[config.mk]
export PLATFORM = sky130hd
export DESIGN_NAME = diff_over_sum_position_error_top_flat
export DESIGN_NICKNAME = d
export VERILOG_FILES = /design/src/sv/dos_pkg.sv /design/src/sv/dos_if.sv /design/src/sv/dos_ctrl.sv /design/src/sv/dos_datapath.sv /design/src/sv/diff_over_sum_position_error_top.sv /design/src/flat_wrapper.sv
export SDC_FILE = /design/constraint.sdc
export NUM_CORES = 1
export LEC_CHECK = 0
export BUFFER_PORTS_ARGS = -buffer_cell sky130_fd_sc_hd__buf_2
export CAP_MARGIN = 5
export CORE_UTILIZATION = 50
export DETAILED_ROUTE_END_ITERATION = 16
export HOLD_SLACK_MARGIN = 0.1
export PLACE_DENSITY_LB_ADDON = 0.3
export SYNTH_ARGS = -nofsm -noshare
export SYNTH_HDL_FRONTEND = slang
export SYNTH_HIERARCHICAL = 1
export SYNTH_SLANG_ARGS = --single-unit
[constraint.sdc]
create_clock -name clk_i -period 6.6 [get_ports clk_i]
set_input_delay 1.65 -clock clk_i [delete_from_list [all_inputs] [get_ports clk_i]]
set_output_delay 1.65 -clock clk_i [all_outputs]
set_load 0.02 [all_outputs]
[src/sv/dos_pkg.sv]
`timescale 1ns / 1ps
// ----------------------------------------------------------------------------
// Difference-over-sum package
// Shared widths, register indexes and controller/datapath command types.
// ----------------------------------------------------------------------------
package dos_pkg;

  localparam int SAMPLE_BITS = 12;
  localparam int DIFF_BITS   = SAMPLE_BITS + 1;
  localparam int MAG_BITS    = SAMPLE_BITS;
  localparam int SUM_BITS    = SAMPLE_BITS + 1;
  localparam int SCALE_BITS  = 10;
  localparam int THR_BITS    = 12;
  localparam int LIMIT_BITS  = 12;
  localparam int OUT_BITS    = 13;
  localparam int CFG_DATA_BITS = 12;
  localparam int CFG_IDX_BITS  = 2;

  localparam int PROD_BITS = MAG_BITS + SCALE_BITS;
  localparam int DIV_ITER  = (PROD_BITS + 1) / 2;
  localparam int DIV_BITS  = 2 * DIV_ITER;
  localparam int CNT_BITS  = $clog2(DIV_ITER);

  localparam logic [CFG_IDX_BITS-1:0] REG_WEAK_THRESHOLD = 2'd0;
  localparam logic [CFG_IDX_BITS-1:0] REG_RATIO_SCALE    = 2'd1;
  localparam logic [CFG_IDX_BITS-1:0] REG_ERROR_LIMIT    = 2'd2;

  localparam logic [THR_BITS-1:0]   WEAK_THRESHOLD_RST = 12'd300;
  localparam logic [SCALE_BITS-1:0] RATIO_SCALE_RST    = 10'd400;
  localparam logic [LIMIT_BITS-1:0] ERROR_LIMIT_RST    = 12'd500;
  localparam logic signed [DIFF_BITS-1:0] HELD_DIFF_RST = 13'sd500;

  typedef struct packed {
    logic load;
    logic update;
    logic mult;
    logic div_step;
    logic finish;
  } dp_cmd_t;

  typedef struct packed {
    logic div_last;
  } dp_status_t;

endpackage

[src/sv/dos_if.sv]
`timescale 1ns / 1ps
// ----------------------------------------------------------------------------
// Difference-over-sum channel interfaces
// Valid/ready channels for sample pairs and for position error results.
// ----------------------------------------------------------------------------
interface dos_in_if;
  logic                             valid;
  logic                             ready;
  logic [dos_pkg::SAMPLE_BITS-1:0]  right_sample;
  logic [dos_pkg::SAMPLE_BITS-1:0]  left_sample;

  modport source (output valid, output right_sample, output left_sample, input ready);
  modport sink   (input valid, input right_sample, input left_sample, output ready);
endinterface

interface dos_out_if;
  logic                              valid;
  logic                              ready;
  logic signed [dos_pkg::OUT_BITS-1:0] position_error;

  modport source (output valid, output position_error, input ready);
  modport sink   (input valid, input position_error, output ready);
endinterface

[src/sv/dos_ctrl.sv]
`timescale 1ns / 1ps
// ----------------------------------------------------------------------------
// Difference-over-sum controller
// Sequences update, multiply, divide and result handoff for one beat.
// ----------------------------------------------------------------------------
module dos_ctrl (
  input  logic                clk_i,
  input  logic                rst_ni,
  input  logic                in_valid_i,
  output logic                in_ready_o,
  output logic                out_valid_o,
  input  logic                out_ready_i,
  output dos_pkg::dp_cmd_t    cmd_o,
  input  dos_pkg::dp_status_t status_i
);

  typedef enum logic [2:0] {
    ST_IDLE,
    ST_UPDATE,
    ST_MULT,
    ST_DIV,
    ST_DONE
  } state_e;

  state_e state_q, state_d;
  logic   out_valid_q, out_valid_d;
  logic   slot_free;

  assign slot_free   = !out_valid_q || out_ready_i;
  assign in_ready_o  = (state_q == ST_IDLE);
  assign out_valid_o = out_valid_q;

  always_comb begin
    state_d       = state_q;
    out_valid_d   = out_valid_q;
    cmd_o         = '0;
    if (out_valid_q && out_ready_i) begin
      out_valid_d = 1'b0;
    end
    unique case (state_q)
      ST_IDLE: begin
        if (in_valid_i) begin
          cmd_o.load = 1'b1;
          state_d    = ST_UPDATE;
        end
      end
      ST_UPDATE: begin
        cmd_o.update = 1'b1;
        state_d      = ST_MULT;
      end
      ST_MULT: begin
        cmd_o.mult = 1'b1;
        state_d    = ST_DIV;
      end
      ST_DIV: begin
        cmd_o.div_step = 1'b1;
        if (status_i.div_last) begin
          state_d = ST_DONE;
        end
      end
      ST_DONE: begin
        if (slot_free) begin
          cmd_o.finish = 1'b1;
          out_valid_d  = 1'b1;
          state_d      = ST_IDLE;
        end
      end
      default: begin
        state_d = ST_IDLE;
      end
    endcase
  end

  always_ff @(posedge clk_i or negedge rst_ni) begin
    if (!rst_ni) begin
      state_q     <= ST_IDLE;
      out_valid_q <= 1'b0;
    end else begin
      state_q     <= state_d;
      out_valid_q <= out_valid_d;
    end
  end

endmodule

[src/sv/dos_datapath.sv]
`timescale 1ns / 1ps
// ----------------------------------------------------------------------------
// Difference-over-sum datapath
// Holds configuration and the held difference, scales it and divides it by
// the sample sum + 1 with a two-bit-per-cycle restoring divider, then clamps.
// ----------------------------------------------------------------------------
module dos_datapath (
  input  logic                                clk_i,
  input  logic                                rst_ni,
  input  logic                                cfg_we_i,
  input  logic [dos_pkg::CFG_IDX_BITS-1:0]    cfg_idx_i,
  input  logic [dos_pkg::CFG_DATA_BITS-1:0]   cfg_data_i,
  input  logic [dos_pkg::SAMPLE_BITS-1:0]     right_sample_i,
  input  logic [dos_pkg::SAMPLE_BITS-1:0]     left_sample_i,
  input  dos_pkg::dp_cmd_t                    cmd_i,
  output dos_pkg::dp_status_t                 status_o,
  output logic signed [dos_pkg::OUT_BITS-1:0] position_error_o
);

  logic [dos_pkg::THR_BITS-1:0]   weak_thr_q;
  logic [dos_pkg::SCALE_BITS-1:0] scale_q;
  logic [dos_pkg::LIMIT_BITS-1:0] limit_q;

  logic [dos_pkg::SAMPLE_BITS-1:0]       right_q, left_q;
  logic signed [dos_pkg::DIFF_BITS-1:0]  held_q, held_d;
  logic [dos_pkg::SUM_BITS-1:0]          sum_q;
  logic                                  neg_q;
  logic [dos_pkg::DIV_BITS-1:0]          quo_q;
  logic [dos_pkg::SUM_BITS-1:0]          rem_q;
  logic [dos_pkg::CNT_BITS-1:0]          cnt_q;
  logic signed [dos_pkg::OUT_BITS-1:0]   res_q, res_d;

  logic signed [dos_pkg::DIFF_BITS-1:0] diff;
  logic [dos_pkg::SAMPLE_BITS-1:0]      smaller;
  logic [dos_pkg::MAG_BITS-1:0]         diff_mag, held_mag;
  logic                                 same_sign;

  logic [dos_pkg::SUM_BITS:0]   trial1, trial2;
  logic [dos_pkg::SUM_BITS-1:0] rem1, rem2;
  logic                         ge1, ge2;

  logic [dos_pkg::MAG_BITS-1:0]   clamp_mag;
  logic [dos_pkg::PROD_BITS-1:0]  prod;

  // Guarded update of the held difference.
  always_comb begin
    diff = $signed({1'b0, right_q}) - $signed({1'b0, left_q});
    smaller = (right_q < left_q) ? right_q : left_q;
    diff_mag = diff[dos_pkg::DIFF_BITS-1] ? dos_pkg::MAG_BITS'(-diff)
                                          : diff[dos_pkg::MAG_BITS-1:0];
    held_mag = held_q[dos_pkg::DIFF_BITS-1] ? dos_pkg::MAG_BITS'(-held_q)
                                            : held_q[dos_pkg::MAG_BITS-1:0];
    same_sign = ((diff > 0) && (held_q > 0)) || ((diff < 0) && (held_q < 0));
    held_d = held_q;
    if (smaller >= weak_thr_q) begin
      held_d = diff;
    end else if ((diff_mag > held_mag) && same_sign) begin
      held_d = diff;
    end
  end

  assign prod = held_mag * scale_q;

  // Two restoring division steps per cycle.
  always_comb begin
    trial1 = {rem_q, quo_q[dos_pkg::DIV_BITS-1]};
    ge1    = (trial1 >= {1'b0, sum_q});
    rem1   = ge1 ? dos_pkg::SUM_BITS'(trial1 - {1'b0, sum_q})
                 : trial1[dos_pkg::SUM_BITS-1:0];
    trial2 = {rem1, quo_q[dos_pkg::DIV_BITS-2]};
    ge2    = (trial2 >= {1'b0, sum_q});
    rem2   = ge2 ? dos_pkg::SUM_BITS'(trial2 - {1'b0, sum_q})
                 : trial2[dos_pkg::SUM_BITS-1:0];
  end

  assign status_o.div_last = (cnt_q == dos_pkg::CNT_BITS'(dos_pkg::DIV_ITER - 1));

  // Clamp the quotient magnitude and restore the sign.
  always_comb begin
    if (quo_q > dos_pkg::DIV_BITS'(limit_q)) begin
      clamp_mag = limit_q;
    end else begin
      clamp_mag = quo_q[dos_pkg::MAG_BITS-1:0];
    end
    res_d = neg_q ? -$signed({1'b0, clamp_mag}) : $signed({1'b0, clamp_mag});
  end

  assign position_error_o = res_q;

  always_ff @(posedge clk_i or negedge rst_ni) begin
    if (!rst_ni) begin
      weak_thr_q <= dos_pkg::WEAK_THRESHOLD_RST;
      scale_q    <= dos_pkg::RATIO_SCALE_RST;
      limit_q    <= dos_pkg::ERROR_LIMIT_RST;
      held_q     <= dos_pkg::HELD_DIFF_RST;
      cnt_q      <= '0;
    end else begin
      if (cfg_we_i) begin
        unique case (cfg_idx_i)
          dos_pkg::REG_WEAK_THRESHOLD: weak_thr_q <= cfg_data_i[dos_pkg::THR_BITS-1:0];
          dos_pkg::REG_RATIO_SCALE:    scale_q    <= cfg_data_i[dos_pkg::SCALE_BITS-1:0];
          dos_pkg::REG_ERROR_LIMIT:    limit_q    <= cfg_data_i[dos_pkg::LIMIT_BITS-1:0];
          default: begin
          end
        endcase
      end
      if (cmd_i.update) begin
        held_q <= held_d;
      end
      if (cmd_i.mult) begin
        cnt_q <= '0;
      end else if (cmd_i.div_step) begin
        cnt_q <= cnt_q + 1'b1;
      end
    end
  end

  always_ff @(posedge clk_i) begin
    if (cmd_i.load) begin
      right_q <= right_sample_i;
      left_q  <= left_sample_i;
    end
    if (cmd_i.update) begin
      sum_q <= dos_pkg::SUM_BITS'(right_q) + dos_pkg::SUM_BITS'(left_q) + 1'b1;
    end
    if (cmd_i.mult) begin
      quo_q <= dos_pkg::DIV_BITS'(prod);
      rem_q <= '0;
      neg_q <= held_q[dos_pkg::DIFF_BITS-1];
    end else if (cmd_i.div_step) begin
      quo_q <= {quo_q[dos_pkg::DIV_BITS-3:0], ge1, ge2};
      rem_q <= rem2;
    end
    if (cmd_i.finish) begin
      res_q <= res_d;
    end
  end

endmodule

[src/sv/diff_over_sum_position_error_top.sv]
`timescale 1ns / 1ps
// ----------------------------------------------------------------------------
// Difference-over-sum position error
// Takes right/left sensor sample pairs and returns the clamped, scaled ratio
// of a guarded held difference to the sample sum plus one.
// ----------------------------------------------------------------------------
// Each sample pair is handled on its own: after the beat that takes it in, the
// block is not ready for the next pair until it has updated the held difference
// and formed the sum, scaled it, run the radix-4 restoring divider and clamped
// the quotient into the output register. The output register holds a finished
// result while the next pair is taken in; a stalled result delays only the
// clamp step.
// Configuration writes take effect at once and are meant for idle periods.
module diff_over_sum_position_error_top (
  input  logic                               clk_i,
  input  logic                               rst_ni,
  dos_in_if.sink                             in_chan,
  dos_out_if.source                          out_chan,
  input  logic                               cfg_we_i,
  input  logic [dos_pkg::CFG_IDX_BITS-1:0]   cfg_idx_i,
  input  logic [dos_pkg::CFG_DATA_BITS-1:0]  cfg_data_i
);

  dos_pkg::dp_cmd_t    cmd;
  dos_pkg::dp_status_t status;

  dos_ctrl u_ctrl (
    .clk_i       (clk_i),
    .rst_ni      (rst_ni),
    .in_valid_i  (in_chan.valid),
    .in_ready_o  (in_chan.ready),
    .out_valid_o (out_chan.valid),
    .out_ready_i (out_chan.ready),
    .cmd_o       (cmd),
    .status_i    (status)
  );

  dos_datapath u_datapath (
    .clk_i            (clk_i),
    .rst_ni           (rst_ni),
    .cfg_we_i         (cfg_we_i),
    .cfg_idx_i        (cfg_idx_i),
    .cfg_data_i       (cfg_data_i),
    .right_sample_i   (in_chan.right_sample),
    .left_sample_i    (in_chan.left_sample),
    .cmd_i            (cmd),
    .status_o         (status),
    .position_error_o (out_chan.position_error)
  );

endmodule
[src/flat_wrapper.sv]
// flat-port wrapper written by rule: the top's interface ports become plain ports
module diff_over_sum_position_error_top_flat 
  (clk_i, rst_ni, cfg_we_i, cfg_idx_i, cfg_data_i, in_chan_valid, in_chan_right_sample, in_chan_left_sample, in_chan_ready, out_chan_valid, out_chan_position_error, out_chan_ready);
  dos_in_if in_chan_i ();
  dos_out_if out_chan_i ();
  input  logic clk_i;
  input  logic rst_ni;
  input  logic cfg_we_i;
  input  logic [dos_pkg::CFG_IDX_BITS-1:0] cfg_idx_i;
  input  logic [dos_pkg::CFG_DATA_BITS-1:0] cfg_data_i;
  input wire logic [$bits(in_chan_i.valid)-1:0] in_chan_valid;
  input wire logic [$bits(in_chan_i.right_sample)-1:0] in_chan_right_sample;
  input wire logic [$bits(in_chan_i.left_sample)-1:0] in_chan_left_sample;
  output wire logic [$bits(in_chan_i.ready)-1:0] in_chan_ready;
  output wire logic [$bits(out_chan_i.valid)-1:0] out_chan_valid;
  output wire logic [$bits(out_chan_i.position_error)-1:0] out_chan_position_error;
  input wire logic [$bits(out_chan_i.ready)-1:0] out_chan_ready;
  assign in_chan_i.valid = in_chan_valid;
  assign in_chan_i.right_sample = in_chan_right_sample;
  assign in_chan_i.left_sample = in_chan_left_sample;
  assign in_chan_ready = in_chan_i.ready;
  assign out_chan_valid = out_chan_i.valid;
  assign out_chan_position_error = out_chan_i.position_error;
  assign out_chan_i.ready = out_chan_ready;
  diff_over_sum_position_error_top u_core (.clk_i(clk_i), .rst_ni(rst_ni), .in_chan(in_chan_i), .out_chan(out_chan_i), .cfg_we_i(cfg_we_i), .cfg_idx_i(cfg_idx_i), .cfg_data_i(cfg_data_i));
endmodule
## Yosys cells after proc, flatten, opt, wreduce, memory -nomap -nowiden

Index checks and enable logic that the tools add are counted.

- Register bits after elaboration: 141
- Latch bits: 0
- RAM bits: 0
- Bits in read-only memories: 0
- Input bits: 43
- Memories kept: 0

- Add/sub/neg operators: 9
- Multiply operators: 1
- Div/mod/pow operators: 0
- Order comparisons: 10
- Equality and inequality tests: 10
- Shifts and indexed selects: 0
- Mux-type cells: 27
- Bitwise logic cells: 0
- Reductions and logical operators: 16

Operators with widths:

| cell | number |
|---|---|
| two-way mux 12 bit | 5 |
| two-way mux 13 bit | 4 |
| two-way mux 22 bit | 2 |
| greater-or-equal comparator 14 x 13 -> 1 bit | 2 |
| > comparator 13 x 1 -> 1 bit (second input constant) | 2 |
| less-than comparator 13 x 1 -> 1 bit (second input constant) | 2 |
| subtractor 13 bit | 2 |
| negation 12 bit | 2 |
| > comparator 22 x 12 -> 1 bit | 1 |
| multiplier 12 x 10 -> 22 bit | 1 |
| one-hot mux 3 bit (5 select lines) | 1 |
| adder 12 x 12 -> 13 bit | 1 |
| adder 13 x 1 -> 13 bit (second input constant) | 1 |
| negation 12 -> 13 bit | 1 |
| subtractor 12 x 12 -> 13 bit | 1 |
| greater-or-equal comparator 12 bit | 1 |
| > comparator 12 bit | 1 |
| less-than comparator 12 bit | 1 |
| two-way mux 1 bit | 10 |
| two-way mux 3 bit | 3 |
| two-way mux 4 bit | 2 |
| AND reduction 2 bit | 4 |
| equality test 3 x 2 -> 1 bit (second input constant) | 2 |
| adder 4 x 1 -> 4 bit (second input constant) | 1 |
| 14 further kinds | 20 |

## Longest topological paths before layout

- Depth in word-level cells: 7
- Gate-level depth with buffers: 26
- Depth with buffers taken out: 25

## By module

Netlist, hierarchy kept.

By module, submodules not included:

| module | instances | cells each | area each (um^2) | seq. area each (um^2) |
|---|---|---|---|---|
| dos_datapath | 1 | 1,416 | 13,554.2 | 3,752.3 |
| dos_ctrl | 1 | 23 | 220.2 | 100.1 |

## Least setup slack after synthesis

Ideal clock, no wire load.

- Path type: reg-to-reg
- From: register u_core/u_datapath/held_q[0] in the netlist's numbering
- To: register u_core/u_datapath/quo_q[21] in the netlist's numbering (data pin)
- Setup time: 0.259 ns
- Arrival: 6.194 ns
- Slack: 0.147 ns
- Stages on the path, launching flop included: 26
- Path buffers: 1
- Clock period less this slack: 6.453 ns
- Path through: dfrtp_1 inv_1 ha_1 nand3_1 or3_1 and2_1 xor2_1 clkbuf_1 nand2_1 fa_1 inv_1 fa_1 fa_1 fa_1 inv_1 fa_1 inv_1 ha_1 a21o_1 a21oi_1 nand2b_1 a21boi_0 o31ai_1 nor3_1 o311a_1 a211o_1

- Cells in the longest elaborated chain, start to end: 4

Ends and longest elaborated chain:

| element | RTL line | text |
|---|---|---|
| from (decl) | dos_datapath.sv:25 | `logic signed [dos_pkg::DIFF_BITS-1:0] held_q, held_d;` |
| from (signal assigned) | dos_datapath.sv:95 | `held_q <= dos_pkg::HELD_DIFF_RST;` |
| from (signal assigned) | dos_datapath.sv:108 | `held_q <= held_d;` |
| negation 12 bit | dos_datapath.sv:51 | `held_mag = held_q[dos_pkg::DIFF_BITS-1] ? dos_pkg::MAG_BITS'(-held_q)` |
| two-way mux 12 bit (*) | dos_datapath.sv:51 |  |
| multiplier 12 x 10 -> 22 bit (*) | dos_datapath.sv:62 | `assign prod = held_mag * scale_q;` |
| two-way mux 22 bit (*) | dos_datapath.sv:126 | `if (cmd_i.mult) begin` |
| to (signal assigned) | dos_datapath.sv:127 | `quo_q <= dos_pkg::DIV_BITS'(prod);` |
| to (signal assigned) | dos_datapath.sv:131 | `quo_q <= {quo_q[dos_pkg::DIV_BITS-3:0], ge1, ge2};` |
| to (decl) | dos_datapath.sv:28 | `logic [dos_pkg::DIV_BITS-1:0] quo_q;` |

Mark *: on every way between the ends. The rest lies on a longest branch, timed or not.
A chain may end at the register's enable or synchronous reset.

## Worst setup path in the final report

- From: register u_core/u_datapath/held_q[0] in the netlist's numbering
- To: register u_core/u_datapath/quo_q[16] in the netlist's numbering (data pin)

Same word-level chain as after synthesis.

==> results.cfg <==
[layout]
final_cell_mix = inv_1, ha_1, nand2_1
nFillCells = 2378
nets = 1767
final_common_cell = inv_1
area_growth_pct = 10.7
antenna_cells = 0
drive_gt1_share_pct = 16.1

[clock_network]
clkTransAtPathRegs_ps = 70
cts_tree = done
cts-root-buf = clkbuf_16
clk_path_buf_depth = 2
htreeDepth = 4
cts_sinks = 141
clk_latency_ps = 430
cts_hold_buf = 0
cts_made_buffers = 17

[synth]
synthCells = 1439
synth_ff_type = edfxtp_1
syn_nets = 1712
syn_area_per_cell_um2 = 9.57
netlist_area_um2 = 13800
synth-edff-count = 73
synthArstFlopShare_pct = 39.0
synth.distinct_cells = 81
ys_seq_area_share_pct = 28.0
ys.warnings.count = 6
synth_seq_cells = 141

[global_routing]
grt-ovfl-total = 0
grt_max_degree = 56
grt_pass1_vias = 10700
grt_usage_pct = 23.5
antenna_found_initial = 0
grt_pass1_wl_mm = 52.7

[die]
rows = 60
core_um2 = 27000
die_w_um = 168
ioPinCount = 58
dieHeight_um = 168
initial_core_util_pct = 51.0
die-area_um2 = 28200

[route]
wl_per_cell_um = 17.4
first_iter_violations = 548
routed_wl_mm = 32.1
drc = 0
viasPerCell = 5.69
first_pass_iters = 5
final_antenna_net_count = 0
via_count = 10500

[critical_path]
cp.arrival_ps = 6520
crit_type = reg -> reg
r2r_cells = 26
start_kind = register
required_ps = 6770
rrSetupSlack_ps = 250
cp-startpoint = u_core/u_datapath/held_q[0]$_DFFE_PN0P_
worst-path-max-fanout = 13
worstReg2RegEnd = u_core/u_datapath/quo_q[16]$_DFFE_PP_
critPathCapture = u_core/u_datapath/quo_q[16]$_DFFE_PP_
r2r_start = u_core/u_datapath/held_q[0]$_DFFE_PN0P_
cp-end-kind = register

[timing]
fmax_mhz = 157
grt_setup_unrepaired = true
maxSlewViolCount = 0
tns_ps = 0
hold_viol = 0
fin_crit_ps = 6350
setup_viol = 0
min_period_over_period_pct = 96.3
tightest_slew_ps = 1070
max_slew_margin_pct = 28.0
skew_ps = 16.2

[worst_hold_path]
hp-class = reg -> reg

[status]
status = complete, no violations

[placed_design]
hpwl_mm = 25.4
gp_congestion = 0.881
io_buffers = 57

[job]
maxCapViolCount = 0
==> flip-flops by register name, summed over array words and instances, names as in the netlist <==
name,flops
u_core/u_datapath/neg_q,1
u_core/u_datapath/cnt_q,4
u_core/u_datapath/quo_q,22
u_core/u_datapath/right_q,12
u_core/u_ctrl/out_valid_o,1
u_core/u_datapath/sum_q,13
u_core/u_datapath/weak_thr_q,12
u_core/u_ctrl/state_q,3
u_core/u_datapath/held_q,13
u_core/u_datapath/left_q,12
u_core/u_datapath/limit_q,12
u_core/u_datapath/position_error_o,13
u_core/u_datapath/scale_q,10
u_core/u_datapath/rem_q,13
==> through the flow <==
step	hold slack [ps]	utilization (%)	area, µm²	cells	worst slack [ps]
4_1_cts	508	55.9	15100	1847	10.2
3_5_place_dp	498	53.7	14500	1815	-5.18
2_1_floorplan	423	-	13800	1439	147
6_report	509	56.4	15200	1848	247
3_3_place_gp	492	53.7	14500	1815	117
5_1_grt	527	56.4	15200	1848	-96.8
==> synthesized netlist by cell type, drive strengths merged, types with 42 or more instances <==
cell type | count | share of area, %
xnor2 | 63 | 4.0
inv | 165 | 4.5
ha | 148 | 13
and2 | 70 | 3.2
a21oi | 69 | 2.5
nand2 | 111 | 3.0
nor2 | 84 | 2.3
fa | 82 | 12
edfxtp | 73 | 16
o21ai | 61 | 2.2
clkbuf | 42 | 1.1
mux2 | 56 | 4.7
==> routing by layer <==
metal	GRT usage [%]	part of all wire, %	vias to the layer above
li1	-	-	5065
met1	31.0	46	5093
met2	40.0	48	293
met3	3.34	4.5	56
met4	6.90	2.0	0
met5	0	0	-
==> critical path, cell delays in order, from the launching register on <==
cell       delay, ps
dfrtp_1          390
buf_4            200
nor3_2           200
a21oi_2          130
nor2_1           140
xnor2_1          130
buf_4            200
nand2_1           90
fa_1             520
inv_1             70
fa_1             500
inv_1             50
fa_1             470
inv_1             50
fa_1             530
inv_1             50
fa_1             520
inv_1             40
ha_1             350
and4_4           230
nor2b_4          120
a2111oi_2        300
buf_4            190
nor2_1            70
a31oi_1          180
xnor2_1           90
mux2_2           270
==> repair_timing <==
action                     CTS  global route
pin swaps                    0             6
setup endpoints to repair    2             8
setup buffers                0             1
gates resized for setup      1            27
==> worst min-delay path by stage <==
stage	startpoint	endpoint	cells past startpoint
2_1_floorplan	u_core/u_datapath/held_q[12]$_DFFE_PN0P_	u_core/u_datapath/neg_q$_DFFE_PP_	0
3_3_place_gp	u_core/u_datapath/rem_q[5]$_SDFFE_PP0P_	u_core/u_datapath/rem_q[5]$_SDFFE_PP0P_	2
3_5_place_dp	u_core/u_datapath/rem_q[11]$_SDFFE_PP0P_	u_core/u_datapath/rem_q[11]$_SDFFE_PP0P_	2
4_1_cts	u_core/u_datapath/rem_q[8]$_SDFFE_PP0P_	u_core/u_datapath/rem_q[8]$_SDFFE_PP0P_	2
5_1_grt	u_core/u_datapath/rem_q[8]$_SDFFE_PP0P_	u_core/u_datapath/rem_q[8]$_SDFFE_PP0P_	2
6_report	u_core/u_datapath/rem_q[8]$_SDFFE_PP0P_	u_core/u_datapath/rem_q[8]$_SDFFE_PP0P_	2
==> final cells by class <==
cell class | count | area, µm² | area share, %
Multi-Input combinational cell | 1079 | 9230 | 60.5
Sequential cell | 141 | 3850 | 25.3
Clock buffer | 21 | 504 | 3.31
Clock inverter | 11 | 87.6 | 0.574
Tap cell | 341 | 427 | 2.80
Timing Repair Buffer | 88 | 518 | 3.40
Inverter | 167 | 627 | 4.11
==> logic make-up (layout without fill, tap and decap cells) <==
logic type	Yosys count	count (layout)	share of synthesized area (%)
simple gates	415	415	15.3
compound gates	267	267	13.3
fa+ha+maj	230	230	25.4
buf+inv	219	287	6.18
flops	141	141	28.0
xor+xnor	95	95	6.04
mux	72	72	5.88
Power is not shown: default switching activity piles up to over one toggle a cycle in this logic, so the estimate is an artifact.
